`src/lrt_pkg.sv`:
```
// shared types, constants and helpers for the resident model tracker
`timescale 1ns / 1ps
`default_nettype none
package lrt_pkg;

	localparam int MAX_MODELS   = 16;
	localparam int MAX_RESIDENT = 8;

	localparam int IDX_W  = 4;
	localparam int MC_W   = 5;
	localparam int LIM_W  = 4;
	localparam int OCC_W  = 4;
	localparam int SLOT_W = $clog2(MAX_RESIDENT);
	localparam int ST_W   = 2;
	localparam int DATA_W = 32;
	localparam int ADDR_W = 3;

	localparam logic [ST_W-1:0] ST_HIT     = 2'd0;
	localparam logic [ST_W-1:0] ST_LOADED  = 2'd1;
	localparam logic [ST_W-1:0] ST_UNKNOWN = 2'd2;
	localparam logic [ST_W-1:0] ST_FAILED  = 2'd3;

	localparam logic REG_MODEL_COUNT    = 1'b0;
	localparam logic REG_RESIDENT_LIMIT = 1'b1;

	localparam logic [MC_W-1:0]  MC_RESET  = MC_W'(1);
	localparam logic [LIM_W-1:0] LIM_RESET = LIM_W'(1);

	typedef struct packed {
		logic             commit;
		logic [IDX_W-1:0] key;
	} lrt_cell_ctrl_t;

	function automatic logic [OCC_W-1:0] eff_limit(input logic [LIM_W-1:0] lim);
		logic [OCC_W-1:0] res;
		if (lim == '0) begin
			res = OCC_W'(1);
		end else if ({1'b0, lim} > (LIM_W+1)'(MAX_RESIDENT)) begin
			res = OCC_W'(MAX_RESIDENT);
		end else begin
			res = OCC_W'(lim);
		end
		return res;
	endfunction

	function automatic logic [MC_W-1:0] eff_models(input logic [MC_W-1:0] mc);
		logic [MC_W-1:0] res;
		if ({1'b0, mc} > (MC_W+1)'(MAX_MODELS)) begin
			res = MC_W'(MAX_MODELS);
		end else begin
			res = mc;
		end
		return res;
	endfunction

endpackage
`default_nettype wire

```
`src/lrt_cell.sv`:
```
// one recency slot: holds a model index, compares it and shifts from its neighbour
`timescale 1ns / 1ps
`default_nettype none
module lrt_cell
	import lrt_pkg::*;
(
	input  wire logic             clk,
	input  wire lrt_cell_ctrl_t   ctrl,
	input  wire logic             slot_valid,
	input  wire logic             shift_ok,
	input  wire logic             go_in,
	input  wire logic [IDX_W-1:0] prev_value,
	output logic                  go_out,
	output logic                  match,
	output logic                  is_zero,
	output logic [IDX_W-1:0]      value
);

	logic [IDX_W-1:0] value_q;

	assign match   = slot_valid && (value_q == ctrl.key);
	assign is_zero = (value_q == '0);
	assign go_out  = go_in && !match;
	assign value   = value_q;

	always_ff @(posedge clk) begin
		if (ctrl.commit && go_in && shift_ok) begin
			value_q <= prev_value;
		end
	end

endmodule
`default_nettype wire

```
`src/lru_resident_model_tracker_top.sv`:
```
// resident model tracker top level: control, configuration registers and cell row
// the input transfer loads the request registers; the result enters the output register once it is free
// one request at a time: the next one is accepted only after the match-and-shift step of the cell row
// the output register lets a new request enter while a result waits
// reset: model_count 1, resident_limit 1, occupancy 0; no clearing pass
`timescale 1ns / 1ps
`default_nettype none
module lru_resident_model_tracker_top
	import lrt_pkg::*;
(
	input  wire logic              clk,
	input  wire logic              arst_n,
	input  wire logic              psel,
	input  wire logic              penable,
	input  wire logic              pwrite,
	input  wire logic [ADDR_W-1:0] paddr,
	input  wire logic [DATA_W-1:0] pwdata,
	output logic [DATA_W-1:0]      prdata,
	output logic                   pready,
	input  wire logic              in_valid,
	output logic                   in_ready,
	input  wire logic [IDX_W-1:0]  model_index,
	input  wire logic              init_ok,
	output logic                   out_valid,
	input  wire logic              out_ready,
	output logic [ST_W-1:0]        status,
	output logic                   evicted,
	output logic [IDX_W-1:0]       evicted_index,
	output logic [OCC_W-1:0]       resident_count,
	output logic                   default_resident
);

	localparam logic FSM_IDLE = 1'b0;
	localparam logic FSM_CALC = 1'b1;

	logic              state_q;
	logic [MC_W-1:0]   model_count_q;
	logic [LIM_W-1:0]  resident_limit_q;
	logic [OCC_W-1:0]  occ_q;
	logic [IDX_W-1:0]  idx_q;
	logic              ok_q;

	logic              out_valid_q;
	logic [ST_W-1:0]   status_q;
	logic              evicted_q;
	logic [IDX_W-1:0]  evicted_index_q;
	logic [OCC_W-1:0]  resident_count_q;
	logic              default_resident_q;

	logic              cfg_wr;
	logic              fire;
	logic              known;
	logic              hit;
	logic              full;
	logic              evict;
	logic              load;
	logic [OCC_W-1:0]  lim_eff;
	logic [OCC_W-1:0]  occ_keep;
	logic [OCC_W-1:0]  occ_next;
	logic [OCC_W-1:0]  shift_lim;
	logic [ST_W-1:0]   status_d;
	logic              zero_keep;
	logic [IDX_W-1:0]  ev_value;
	lrt_cell_ctrl_t    cell_ctrl;

	logic [IDX_W-1:0]        val [MAX_RESIDENT];
	logic [MAX_RESIDENT:0]   go;
	logic [MAX_RESIDENT-1:0] match_v;
	logic [MAX_RESIDENT-1:0] zero_v;
	logic [MAX_RESIDENT-1:0] zero_kept_v;

	// apb port
	assign pready = 1'b1;
	assign cfg_wr = psel && penable && pwrite;

	always_comb begin
		unique case (paddr[2])
			REG_MODEL_COUNT:    prdata = DATA_W'(model_count_q);
			REG_RESIDENT_LIMIT: prdata = DATA_W'(resident_limit_q);
			default:            prdata = '0;
		endcase
	end

	// request decode
	assign lim_eff   = eff_limit(resident_limit_q);
	assign known     = {1'b0, idx_q} < eff_models(model_count_q);
	assign hit       = |match_v;
	assign full      = (occ_q >= lim_eff) && (occ_q != '0);
	assign evict     = known && !hit && full;
	assign load      = known && !hit && ok_q;
	assign occ_keep  = evict ? occ_q - OCC_W'(1) : occ_q;
	assign occ_next  = load ? occ_keep + OCC_W'(1) : occ_keep;
	assign shift_lim = hit ? occ_q : occ_keep;
	assign ev_value  = val[SLOT_W'(occ_q - OCC_W'(1))];
	assign zero_keep = |zero_kept_v;

	assign fire             = (state_q == FSM_CALC) && (!out_valid_q || out_ready);
	assign cell_ctrl.commit = fire && known && (hit || ok_q);
	assign cell_ctrl.key    = idx_q;
	assign go[0]            = 1'b1;

	always_comb begin
		priority if (!known) begin
			status_d = ST_UNKNOWN;
		end else if (hit) begin
			status_d = ST_HIT;
		end else if (ok_q) begin
			status_d = ST_LOADED;
		end else begin
			status_d = ST_FAILED;
		end
	end

	// row of cells, slot 0 most recent
	for (genvar i = 0; i < MAX_RESIDENT; i++) begin : g_cell
		logic [IDX_W-1:0] prev;
		if (i == 0) begin : g_head
			assign prev = idx_q;
		end else begin : g_link
			assign prev = val[i-1];
		end
		assign zero_kept_v[i] = zero_v[i] && (OCC_W'(i) < occ_keep);
		lrt_cell u_cell (
			.clk        (clk),
			.ctrl       (cell_ctrl),
			.slot_valid (OCC_W'(i) < occ_q),
			.shift_ok   (OCC_W'(i) <= shift_lim),
			.go_in      (go[i]),
			.prev_value (prev),
			.go_out     (go[i+1]),
			.match      (match_v[i]),
			.is_zero    (zero_v[i]),
			.value      (val[i])
		);
	end

	// control and configuration
	always_ff @(posedge clk or negedge arst_n) begin
		if (!arst_n) begin
			state_q          <= FSM_IDLE;
			model_count_q    <= MC_RESET;
			resident_limit_q <= LIM_RESET;
			occ_q            <= '0;
			out_valid_q      <= 1'b0;
		end else begin
			if (cfg_wr && paddr[2] == REG_MODEL_COUNT) begin
				model_count_q <= pwdata[MC_W-1:0];
			end
			if (cfg_wr && paddr[2] == REG_RESIDENT_LIMIT) begin
				resident_limit_q <= pwdata[LIM_W-1:0];
				if (occ_q > eff_limit(pwdata[LIM_W-1:0])) begin
					occ_q <= eff_limit(pwdata[LIM_W-1:0]);
				end
			end
			unique case (state_q)
				FSM_IDLE: begin
					if (in_valid) begin
						state_q <= FSM_CALC;
					end
				end
				FSM_CALC: begin
					if (fire) begin
						state_q <= FSM_IDLE;
						occ_q   <= occ_next;
					end
				end
				default: state_q <= FSM_IDLE;
			endcase
			if (fire) begin
				out_valid_q <= 1'b1;
			end else if (out_ready) begin
				out_valid_q <= 1'b0;
			end
		end
	end

	// request and result registers
	always_ff @(posedge clk) begin
		if (in_valid && in_ready) begin
			idx_q <= model_index;
			ok_q  <= init_ok;
		end
		if (fire) begin
			status_q           <= status_d;
			evicted_q          <= evict;
			evicted_index_q    <= evict ? ev_value : '0;
			resident_count_q   <= occ_next;
			default_resident_q <= zero_keep || (load && idx_q == '0);
		end
	end

	assign in_ready         = (state_q == FSM_IDLE);
	assign out_valid        = out_valid_q;
	assign status           = status_q;
	assign evicted          = evicted_q;
	assign evicted_index    = evicted_index_q;
	assign resident_count   = resident_count_q;
	assign default_resident = default_resident_q;

endmodule
`default_nettype wire
```
`config.mk`:
```
export PLATFORM = sky130hd
export DESIGN_NAME = lru_resident_model_tracker_top
export DESIGN_NICKNAME = d
export VERILOG_FILES = /design/src/lrt_pkg.sv /design/src/lrt_cell.sv /design/src/lru_resident_model_tracker_top.sv
export SDC_FILE = /design/constraint.sdc
export NUM_CORES = 1
export LEC_CHECK = 0
export BUFFER_PORTS_ARGS = -buffer_cell sky130_fd_sc_hd__buf_2
export CORE_UTILIZATION = 44
export CTS_CLUSTER_DIAMETER = 150
export CTS_CLUSTER_SIZE = 28
export DETAILED_ROUTE_END_ITERATION = 10
export GPL_ROUTABILITY_DRIVEN = 0
export PLACE_DENSITY_LB_ADDON = 0.3
export RECOVER_POWER = 100
export SKIP_CTS_REPAIR_TIMING = 1
export SLEW_MARGIN = 20
export SYNTH_ARGS = -nofsm -noshare
export SYNTH_HDL_FRONTEND = slang
export SYNTH_SLANG_ARGS = --single-unit
```
`constraint.sdc`:
```
create_clock -name clk -period 8.1 [get_ports clk]
set_clock_uncertainty 0.1 [all_clocks]
set_input_delay 1.215 -clock clk [delete_from_list [all_inputs] [get_ports clk]]
set_output_delay 1.215 -clock clk [all_outputs]
set_load 0.01 [all_outputs]
```
* Yosys cells after proc, flatten, opt, wreduce, memory -nomap -nowiden
Cells that the tools add are included.
** Storage, ports and cells
- Word-level logic and storage cells :: 168
- Output and inout bits :: 47
- Input port bits :: 47
- Register bits after elaboration :: 64
** Cells by class
- Equality and inequality tests :: 8
- Magnitude comparators :: 31
- Muxes and demuxes :: 24
- Bitwise operators :: 4
- Reductions and logical operators :: 78
- Add/subtract/negate cells :: 2
** Operators by type and width (number)
- one-hot mux 32 bit (2 select lines) :: 1
- 2-to-1 mux 4 bit :: 14
- logical AND 1 bit :: 50
- logical NOT 4 bit :: 11
- == test 4 bit :: 8
- < comparator 3 x 4 -> 1 bit (first input constant) :: 8
- <= comparator 3 x 4 -> 1 bit (first input constant) :: 4
- < comparator 1 x 4 -> 1 bit (first input constant) :: 4
- < comparator 2 x 4 -> 1 bit (first input constant) :: 4
- OR reduction 8 bit :: 2
- binary-select mux 4 bit (select 3 bit) :: 1
- logical NOT 1 bit :: 9
- OR reduction 9 bit :: 1
- > comparator 4 bit (second input constant) :: 2
- <= comparator 1 x 4 -> 1 bit (first input constant) :: 2
- <= comparator 2 x 4 -> 1 bit (first input constant) :: 2
- > comparator 5 bit (second input constant) :: 1
- < comparator 4 x 5 -> 1 bit :: 1
- 2-to-1 mux 5 bit :: 1
- adder 4 x 1 -> 4 bit (second input constant) :: 1
- >= comparator 4 bit :: 1
- >= comparator 4 bit (second input constant) :: 1
- > comparator 4 bit :: 1
- 2-to-1 mux 1 bit :: 4
- other kinds (8) :: 13

* Longest topological paths before layout
Gate-level depths: netlist of run 1.
- Depth after elaboration :: 11
- Mapped depth :: 15
- Mapped depth without buffers :: 14

* Modules after synthesis
A second synthesis of run 1 with hierarchy kept.
** Unflattened totals
- Cells, all modules :: 400
- Area, all modules :: 4271.6 µm²
** By module, submodules not included
- lru_resident_model_tracker_top :: area each 2640.0 µm², seq. area each 888.4 µm², times used 1, cells each 272
- lrt_cell :: area each 203.9 µm², seq. area each 120.1 µm², times used 8, cells each 16

* Worst setup path before layout of run 1
No wires, ideal clock.
- Path type :: register to register
- From :: register occ_q[0]
- To :: register g_cell[7].u_cell.value_q[0], enable pin
- Setup time :: 0.367 ns
- Cell stages (with the launch flop) :: 12
- Arrival :: 3.447 ns
- Path buffers :: 1
- Setup slack :: 4.186 ns
- Clock period less this slack :: 3.914 ns
- Cell sequence :: dfrtp_1 buf_1 inv_1 ha_1 nand2b_1 a2111oi_0 a2111oi_0 nand4_2 or4_4 xnor2_1 a21oi_1 nor3b_1
** On the way
- Word-level cells in the longest chain between the ends :: 11
- Elaborated cells on any way between the ends :: 44
** RTL lines
- from (decl) :: line lru_resident_model_tracker_top.sv:39 : logic [OCC_W-1:0] occ_q;
- from (signal assigned) :: line lru_resident_model_tracker_top.sv:152 : occ_q <= eff_limit(pwdata[LIM_W-1:0]);
- from (signal assigned) :: line lru_resident_model_tracker_top.sv:164 : occ_q <= occ_next;
- parallel branches: the longest is 10 deep, another holds < comparator 1 x 4 -> 1 bit
- logical AND 1 bit (*) :: line lrt_cell.sv:27 : if (ctrl.commit && go_in && shift_ok) begin
- to (signal assigned) :: line lrt_cell.sv:28 : value_q <= prev_value;
- to (decl) :: line lrt_cell.sv:19 : logic [IDX_W-1:0] value_q;
Mark *: on every way between the ends.
A chain may end at the register's enable or synchronous reset.

* Worst setup path after layout of run 1
- From :: register occ_q[0]
- To :: register g_cell[7].u_cell.value_q[2], enable pin
Same word-level chain as after synthesis.

==> flow_metrics.py, run 1 <==
metrics = {
    "routing": {
        "ant_nets": 0,
        "vias": 2759,
        "routed_wl_mm": 8.172,
        "routed_via_density": 5.574,
        "route.detailed.drc": 0,
        "wl_per_cell_um": 16.51,
        "drtPass1Iterations": 7,
        "drt_iter0_markers": 149,
    },
    "logic_synthesis": {
        "avgSynthCellArea_um2": 11.39,
        "synth_edf_count": 49,
        "synth-seq-area-share_pct": 46.65,
        "synth-async-reset-ratio_pct": 23.44,
        "synth.cell_area_um2": 3964,
        "ys_ff_latch": 64,
        "yosys_warnings": 0,
        "syn_inst": 348,
        "ys_types": 59,
        "ys.flop_type": "edfxtp_1",
    },
    "critical_path": {
        "cp.required_ns": 7.97,
        "critical_path_class": "flip-flop to flip-flop",
        "worstSetupStartpointType": "flip-flop",
        "crit_top_cell": "a2111oi_0",
        "end_kind": "flip-flop",
        "worstPathArrival_ns": 4.98,
        "critPathMaxFanout": 17,
        "cp_top_family": "simple AND/OR/NAND/NOR gates",
        "path_cells": "inv_1 > ha_1 > nand2b_1 > a2111oi_0 > a2111oi_0 > nand4_1 > or4_1 > xnor2_1 > a21oi_1 > nor3b_1",
        "crit_buf_inv": 1,
        "slowest_stage": "dfrtp_1",
        "slowest_delay_ns": 0.89,
    },
    "die": {
        "die_y_um": 96.92,
        "start_util_pct": 45.45,
        "rows": 34,
        "num_io_pins": 94,
        "fp.dieArea_um2": 9393,
        "core_um2": 8721,
        "die_w_um": 96.92,
    },
    "place": {
        "dp_hpwl_mm": 6.062,
        "numPortBuffers": 36,
        "dp.cells": 479,
    },
    "global_route": {
        "gr-usage-all-layers_pct": 18.21,
        "grt_pass1_wl_mm": 13.52,
        "first_global_vias": 2715,
        "overflow": 0,
        "antenna_found_initial": 0,
        "grt_max_degree": 21,
    },
    "cells_and_area": {
        "diodes": 0,
        "instances_no_fill": 495,
        "nets": 447,
        "area_growth_pct": 6.913,
        "drive_gt1_share_pct": 13.70,
        "fill_cells": 807,
    },
    "clock_tree": {
        "cts_sinks": 64,
        "cts_buffer_depth": 2,
        "insertion_delay_ns": 0.34,
        "cts_tree": "done",
        "htreeDepth": 3,
        "root_buffer": "clkbuf_8",
        "clk_pin_slew_ns": 0.07,
        "cts_buffers": 9,
    },
    "pwr": {
        "ir_drop_mv": 0.1544,
        "p_leak_nw": 1.630,
        "total_power_mw": 1.630,
        "powerDensity_nw_per_um2": 384.6,
    },
    "sta": {
        "fin_crit_ns": 5.108,
        "final.setup.tns_ns": 0,
        "tightest_slew_ns": 0.8469,
        "maxSlewHeadroom_pct": 43.54,
        "whs_ns": 0.4088,
        "hold_viol": 0,
        "fin_crit_sh_pct": 63.06,
        "setup_viol": 0,
        "rsz0062_at_grt": "no",
        "max_freq_ghz": 0.1958,
        "drv_slew": 0,
    },
    "worst_hold_path": {
        "min_path_type": "flip-flop to flip-flop",
    },
    "job": {
        "maxCapViolCount": 0,
    },
    "status": {
        "status": "finished clean",
    },
}
-- synthesized netlist by cell type (all sizes together), types with 3 or more instances --
cell type	number	area (um^2)
mux2	11	123.9
clkbuf	4	15.01
edfxtp	49	1471
xor2	23	201.4
dfrtp	13	325.3
xnor2	15	131.4
mux2i	5	50.05
a21oi	9	48.80
nand3	6	30.03
nand2b	6	37.54
mux4	8	180.2
nor3	9	45.04
inv	17	63.81
buf	35	267.8
nand2	19	71.32
o21ai	15	75.07
nor2b	4	25.02
nor4	12	75.07
ha	18	225.2
nor2	23	93.84
or4	3	26.27
a221oi	3	26.28
nand4	3	25.02
-- cells by family (layout without fill, tap and decap cells) --
group	after synthesis	count (layout)	share of synthesized area (%)
AOI/OAI and AO/OA	46	46	7.639
buffers and inverters	57	70	8.838
DFF	64	64	46.65
adders and majority gates	18	18	5.682
muxes	24	24	8.933
other	2	28	0.1895
and+or+nand+nor	99	99	13.67
xor gates and xnor gates	38	38	8.396
-- routing by layer --
layer | wire length (um) | vias to the layer above | share of wire [%] | global-route usage, %
met4 | 117 | 0 | 1.4 | 5.741
met2 | 3959 | 121 | 48 | 30.01
met3 | 522 | 12 | 6.4 | 4.769
met1 | 3573 | 1347 | 44 | 23.40
met5 | 0 | - | 0 | 0
li1 | - | 1279 | - | -
-- sequential cells by signal, indices dropped and copies added, names as in the netlist, 2 cells and up --
signal,cells
occ_q,4
resident_limit_q,4
evicted_index,4
resident_count,4
g_cell.u_cell.value,32
model_count_q,5
g_cell.prev,4
status,2
-- cell usage in the layout, fill, tap and decap left out, types with 3 or more instances in the layout --
master	netlist	routed
a21oi_1	8	9
a221oi_1	3	3
buf_2	1	15
clkbuf_1	4	22
clkbuf_8	0	9
clkinv_2	0	3
conb_1	2	28
dfrtp_1	13	13
edfxtp_1	49	49
ha_1	18	18
inv_1	17	17
mux2_2	11	11
mux2i_1	5	5
mux4_2	8	8
nand2_1	19	19
nand2b_1	6	6
nand3_1	6	6
nand4_1	2	3
nor2_1	22	22
nor2b_1	4	4
nor3_1	9	9
nor4_1	12	12
o21ai_0	12	13
or4_1	2	3
xnor2_1	15	15
xor2_1	23	23
-- metrics by stage --
stage	setup slack [ns]	instance area, um^2	util (%)
after floorplan	4.186	4061	-
after global placement	3.394	4094	46.94
after detailed placement	3.307	4094	46.94
after CTS	3.230	4282	49.10
after global routing	2.649	4238	48.59
final	2.992	4238	48.59
-- cell type report --
cell class	instances	area [um^2]	area share [%]
flip-flops and latches	64	1849	43.64
multi-input cells	253	1844	43.52
repair buffers	36	153.9	3.632
well taps	108	135.1	3.189
clock buffers	10	127.6	3.012
inverters	18	67.56	1.594
clock inverters	6	60.06	1.417
-- worst paths after layout --
path / from / endpoint / slack (ns) / cells after the start
worst max-delay path: occ_q[0] / g_cell[7].u_cell.value[2] / 2.99 / 10
worst min-delay path: out_valid / out_valid / 0.41 / 2
worst max register to register: occ_q[0] / g_cell[7].u_cell.value[2] / 2.99 / 10
worst min register to register: out_valid / out_valid / 0.41 / 2
max in group asynchronous: arst_n / occ_q[0] / 6.52 / 1
min in group asynchronous: arst_n / occ_q[2] / 0.86 / 1
-- worst min-delay path: stages (launching register included) --
cell and delay (ns):
dfrtp_1 0.35, nand2b_1 0.07, nand2_1 0.06
-- power by group --
group | switching, mW | total [mW] | leakage (nW) | internal (mW)
combinational | 0.414 | 0.709 | 0.906 | 0.295
sequential | 0.142 | 0.659 | 0.631 | 0.516
clock | 0.122 | 0.262 | 0.0920 | 0.140
(Power assumes the default switching activity.)
==> inputs of run 2 (changes only) <==
==> constraint.sdc (replaced) <==
create_clock -name clk -period 4.5 [get_ports clk]
set_clock_uncertainty 0.1 [all_clocks]
set_input_delay 0.675 -clock clk [delete_from_list [all_inputs] [get_ports clk]]
set_output_delay 0.675 -clock clk [all_outputs]
set_load 0.01 [all_outputs]
==> run 2 against run 1 <==
Global-route usage up 0.34 points; highest routed layer unchanged; sequential cell count unchanged; register-to-register slack worse by 2.5 ns; die area unchanged; largest cell class is now multi-input gates.
==> flow_metrics.py, run 2 (synthesis results as in run 1) <==
metrics = {
    "die": {
        "num_io_pins": 94,
        "fp.dieArea_um2": 9393,
        "rows": 34,
        "die_w_um": 96.92,
        "start_util_pct": 45.45,
        "core_um2": 8721,
        "die_y_um": 96.92,
    },
    "routing": {
        "vias": 2729,
        "routed_via_density": 5.383,
        "drtPass1Iterations": 5,
        "routed_wl_mm": 8.338,
        "route.detailed.drc": 0,
        "ant_nets": 0,
        "drt_iter0_markers": 177,
        "wl_per_cell_um": 16.45,
    },
    "sta": {
        "fin_crit_sh_pct": 88.40,
        "max_freq_ghz": 0.2514,
        "setup_viol": 0,
        "rsz0062_at_grt": "no",
        "hold_viol": 0,
        "fin_crit_ns": 3.978,
        "final.setup.tns_ns": 0,
        "tightest_slew_ns": 0.8640,
        "drv_slew": 0,
        "maxSlewHeadroom_pct": 42.40,
    },
    "cells_and_area": {
        "final_common_cell": "edfxtp_1",
        "layout_common_cells": "edfxtp_1, conb_1, clkbuf_1",
        "instances_no_fill": 507,
        "design_area_um2": 4377,
        "largest_reg_flops": 32,
        "nets": 459,
        "diodes": 0,
        "drive_gt1_share_pct": 15.54,
        "area_growth_pct": 10.42,
    },
    "status": {
        "status": "finished clean",
    },
    "place": {
        "dp_hpwl_mm": 6.344,
        "dp.cells": 491,
        "placed_cell_area_um2": 4184,
        "numPortBuffers": 36,
    },
    "pwr": {
        "powerDensity_nw_per_um2": 716.7,
        "p_leak_nw": 1.705,
        "ir_drop_mv": 0.3256,
        "total_power_mw": 3.137,
    },
    "global_route": {
        "first_global_vias": 2710,
        "overflow": 0,
        "grt_max_degree": 21,
        "antenna_found_initial": 0,
        "grt_pass1_wl_mm": 13.65,
        "gr-usage-all-layers_pct": 18.56,
    },
    "clock_tree": {
        "cts_buffer_depth": 2,
        "cts_sinks": 64,
        "cts_tree": "done",
        "insertion_delay_ns": 0.35,
        "cts_buffers": 9,
        "clk_pin_slew_ns": 0.08,
        "root_buffer": "clkbuf_8",
        "htreeDepth": 3,
    },
    "critical_path": {
        "end_kind": "flip-flop",
        "r2r-end": "g_cell[7].u_cell.value[0]",
        "rr_startpoint": "g_cell[0].prev[2]",
        "r2r_slack_ns": 0.52,
        "worstPathArrival_ns": 3.95,
        "critPathMaxFanout": 15,
        "r2r_cells": 11,
        "cp.required_ns": 4.47,
        "worstSetupStartpointType": "flip-flop",
        "critical_path_class": "flip-flop to flip-flop",
    },
    "worst_hold_path": {
        "min_path_type": "primary input to async pin",
    },
    "job": {
        "maxCapViolCount": 0,
    },
}
[run 2: cell count changes in the layout (fill, tap and decap cells not counted), sizes merged]
| cell | before | now |
|---|---|---|
| buf | 15 | 22 |
| clkbuf | 31 | 35 |
| clkinvlp | 2 | 1 |
| bufinv | 1 | 3 |
[run 2: worst max-delay path, cell delays in order, from the launching register on]
cell	delay, ns
edfxtp_1	0.37
clkbuf_1	0.55
inv_1	0.13
o22ai_1	0.20
nor3_1	0.08
a21boi_1	0.36
nand4_2	0.43
or4_1	0.60
xnor2_1	0.40
a21oi_1	0.08
nor3b_1	0.23
buf_4	0.17
[run 2: how the worst max path moves through the flow]
| stage | to | depth (start not counted) | start | slack [ns] |
|---|---|---|---|---|
| final | g_cell[7].u_cell.value[0] | 11 | g_cell[0].prev[2] | 0.52 |
| after global routing | default_resident | 13 | g_cell[0].prev[3] | 0.14 |
| after CTS | g_cell[7].u_cell.value[0] | 11 | model_count_q[4] | 0.60 |
| after detailed placement | g_cell[7].u_cell.value[0] | 11 | model_count_q[4] | 0.63 |
| after global placement | g_cell[7].u_cell.value[0] | 12 | occ_q[0] | 0.74 |
| after floorplan | g_cell[7].u_cell.value[0] | 11 | occ_q[0] | 0.59 |
[run 2: final cells by class]
type | instances | area (um^2)
flip-flops and latches | 64 | 1849
clock inverters | 7 | 120.1
clock buffers | 9 | 123.9
well taps | 108 | 135.1
fillers | 770 | 4344
repair buffers | 48 | 222.7
multi-input cells | 253 | 1858
inverters | 18 | 67.56
[run 2: through the flow]
step                setup slack [ns]  hold WS, ns  util [%]
finish                        0.5219       0.3061     50.19
global route                  0.1365       0.3512     50.19
CTS                           0.5956       0.1205     50.77
detailed placement            0.6335       0.4027     47.98
global placement              0.7373       0.3918     47.98
floorplan                     0.5864       0.2794         -
[run 2: metal layers]
layer	wire length (um)	up-vias	share of wire [%]	track usage [%]
met5	0	-	0	0
met4	114	0	1.4	5.970
met3	372	11	4.5	5.708
met2	3966	81	48	29.20
met1	3884	1328	47	24.47
li1	-	1309	-	-
[run 2: power breakdown]
group          internal [mW]  leakage [nW]  total, mW  switching, mW
Sequential             0.930         0.631       1.09          0.163
Combinational          0.583         0.954       1.44          0.861
Clock                  0.368         0.119      0.600          0.232
==> inputs of run 3 (changes only) <==
--- a/config.mk
+++ b/config.mk
@@ -7,6 +7,7 @@
 export LEC_CHECK = 0
 export BUFFER_PORTS_ARGS = -buffer_cell sky130_fd_sc_hd__buf_2
 export CORE_UTILIZATION = 44
+export CTS_BUF_LIST = sky130_fd_sc_hd__clkbuf_16
 export CTS_CLUSTER_DIAMETER = 150
 export CTS_CLUSTER_SIZE = 28
 export DETAILED_ROUTE_END_ITERATION = 10
==> run 3 against run 2 <==
Power increased by 6.2%; hold slack improved by 0.0096 ns; cell area increased by 2.3%; core utilization increased by 1.2 points; largest cell class unchanged; non-clock buffer count unchanged; sequential share of layout area decreased by 0.96 points; combinational power about the same; maximum frequency increased by 0.65%; critical path depth unchanged; first-iteration DRC count decreased by 5.6%; highest routed layer unchanged; global-route usage increased by 0.078 points; sequential cell count unchanged.
==> flow_metrics.py, run 3 (synthesis results as in run 1) <==
metrics = {
    "cells_and_area": {
        "layout_common_cells": "edfxtp_1, conb_1, clkbuf_1",
        "instances_no_fill": 507,
        "drive_gt1_share_pct": 15.54,
        "final_common_cell": "edfxtp_1",
        "largest_reg_flops": 32,
        "nets": 459,
        "diodes": 0,
        "area_growth_pct": 12.97,
    },
    "place": {
        "numPortBuffers": 36,
        "dp.cells": 491,
        "dp_hpwl_mm": 6.344,
        "dpl_worst_slack_ns": 0.6335,
    },
    "sta": {
        "final.setup.tns_ns": 0,
        "tightest_slew_ns": 0.8163,
        "fin_crit_ns": 3.953,
        "max_freq_ghz": 0.2530,
        "rsz0062_at_grt": "no",
        "drv_slew": 0,
        "setup_ws_ns": 0.5474,
        "fin_crit_sh_pct": 87.84,
        "hold_viol": 0,
        "maxSlewHeadroom_pct": 45.58,
        "setup_viol": 0,
    },
    "global_route": {
        "gr-usage-all-layers_pct": 18.64,
        "first_global_vias": 2764,
        "overflow": 0,
        "grt_pass1_wl_mm": 13.78,
        "antenna_found_initial": 0,
        "grt_max_degree": 21,
    },
    "die": {
        "core_um2": 8721,
        "rows": 34,
        "num_io_pins": 94,
        "start_util_pct": 45.45,
        "fp.dieArea_um2": 9393,
        "die_y_um": 96.92,
        "die_w_um": 96.92,
    },
    "routing": {
        "drtPass1Iterations": 4,
        "wl_per_cell_um": 16.56,
        "routed_wl_mm": 8.396,
        "route.detailed.drc": 0,
        "drt_iter0_markers": 167,
        "ant_nets": 0,
        "vias": 2732,
        "routed_via_density": 5.389,
    },
    "critical_path": {
        "critical_path_class": "flip-flop to flip-flop",
        "crit_buf_inv": 3,
        "cp.required_ns": 4.45,
        "slowest_delay_ns": 0.60,
        "end_kind": "flip-flop",
        "critPathMaxFanout": 15,
        "worstPathArrival_ns": 3.90,
        "slowest_stage": "or4_1",
        "worstSetupStartpointType": "flip-flop",
        "cp_top_family": "simple AND/OR/NAND/NOR gates",
        "path_cells": "clkbuf_1 > inv_1 > o22ai_1 > nor3_1 > a21boi_1 > nand4_2 > or4_1 > xnor2_1 > a21oi_1 > nor3b_1 > buf_4",
    },
    "clock_tree": {
        "insertion_delay_ns": 0.33,
        "root_buffer": "clkbuf_16",
        "cts_buffer_depth": 2,
        "clk_pin_slew_ns": 0.06,
        "cts_tree": "done",
        "cts_sinks": 64,
        "cts_buffers": 9,
        "htreeDepth": 3,
    },
    "pwr": {
        "p_comb_share_pct": 43.3,
        "p_switching_mw": 1.276,
        "powerDensity_nw_per_um2": 743.8,
        "clkPwrFrac_pct": 23.9,
        "p_seq_share_pct": 32.8,
        "p_sw_share_pct": 38.31,
        "intPower_mw": 2.055,
        "p_leak_nw": 1.751,
        "ir_drop_mv": 0.3358,
    },
    "job": {
        "maxCapViolCount": 0,
    },
    "worst_hold_path": {
        "min_path_type": "primary input to async pin",
    },
    "status": {
        "status": "finished clean",
    },
}
[run 3: changes by cell type in the layout (fill, tap and decap cells not counted)]
cell / delta
clkbuf_8: -9
clkbuf_16: +9
[run 3: path summary, 6_finish.rpt]
check,start,end,slack [ns],cells after the start
worst max-delay path,g_cell[0].prev[2],g_cell[7].u_cell.value[1],0.55,11
worst min register to register,model_count_q[3],model_count_q[3],0.42,2
max in group asynchronous,arst_n,occ_q[1],3.47,1
worst max register to register,g_cell[0].prev[2],g_cell[7].u_cell.value[1],0.55,11
worst min-delay path,arst_n,model_count_q[1],0.32,1
min in group clk,model_count_q[3],model_count_q[3],0.42,2
[run 3: cell type report]
type | count | area [um^2]
multi-input cells | 253 | 1858
well taps | 108 | 135.1
clock inverters | 7 | 120.1
clock buffers | 9 | 225.2
inverters | 18 | 67.56
fillers | 760 | 4243
flip-flops and latches | 64 | 1849
repair buffers | 48 | 222.7
[run 3: power by group through the flow]
stage	clock (mW)	combinational (mW)	sequential, mW
floorplan	0	1.05	1.09
global placement	0	1.44	1.09
detailed placement	0	1.48	1.10
CTS	0.806	1.49	1.09
global route	0.834	1.61	1.12
finish	0.795	1.44	1.09
[run 3: worst register-to-register path, stage by stage (launching register included)]
cell and delay, ns:
edfxtp_1 0.36, clkbuf_1 0.55, inv_1 0.14, o22ai_1 0.20, nor3_1 0.08, a21boi_1 0.36, nand4_2 0.42, or4_1 0.60
xnor2_1 0.39, a21oi_1 0.08, nor3b_1 0.23, buf_4 0.17
[run 3: routing by layer]
layer / share of wire (%) / GRT usage, % / wire [um] / vias to the layer above
li1: - / - / - / 1306
met1: 44 / 23.85 / 3691 / 1308
met2: 48 / 30.23 / 4039 / 103
met3: 6.5 / 5.275 / 542 / 15
met4: 1.5 / 6.544 / 122 / 0
met5: 0 / 0 / 0 / -
[run 3: metrics by stage]
step	hold slack, ns	instance area (um^2)	total power [mW]	utilization, %
2_1_floorplan	0.2794	4061	2.140	-
3_3_place_gp	0.3918	4184	2.535	47.98
3_5_place_dp	0.4027	4184	2.579	47.98
4_1_cts	0.1518	4529	3.389	51.94
5_1_grt	0.3841	4478	3.557	51.35
6_report	0.3157	4478	3.331	51.35
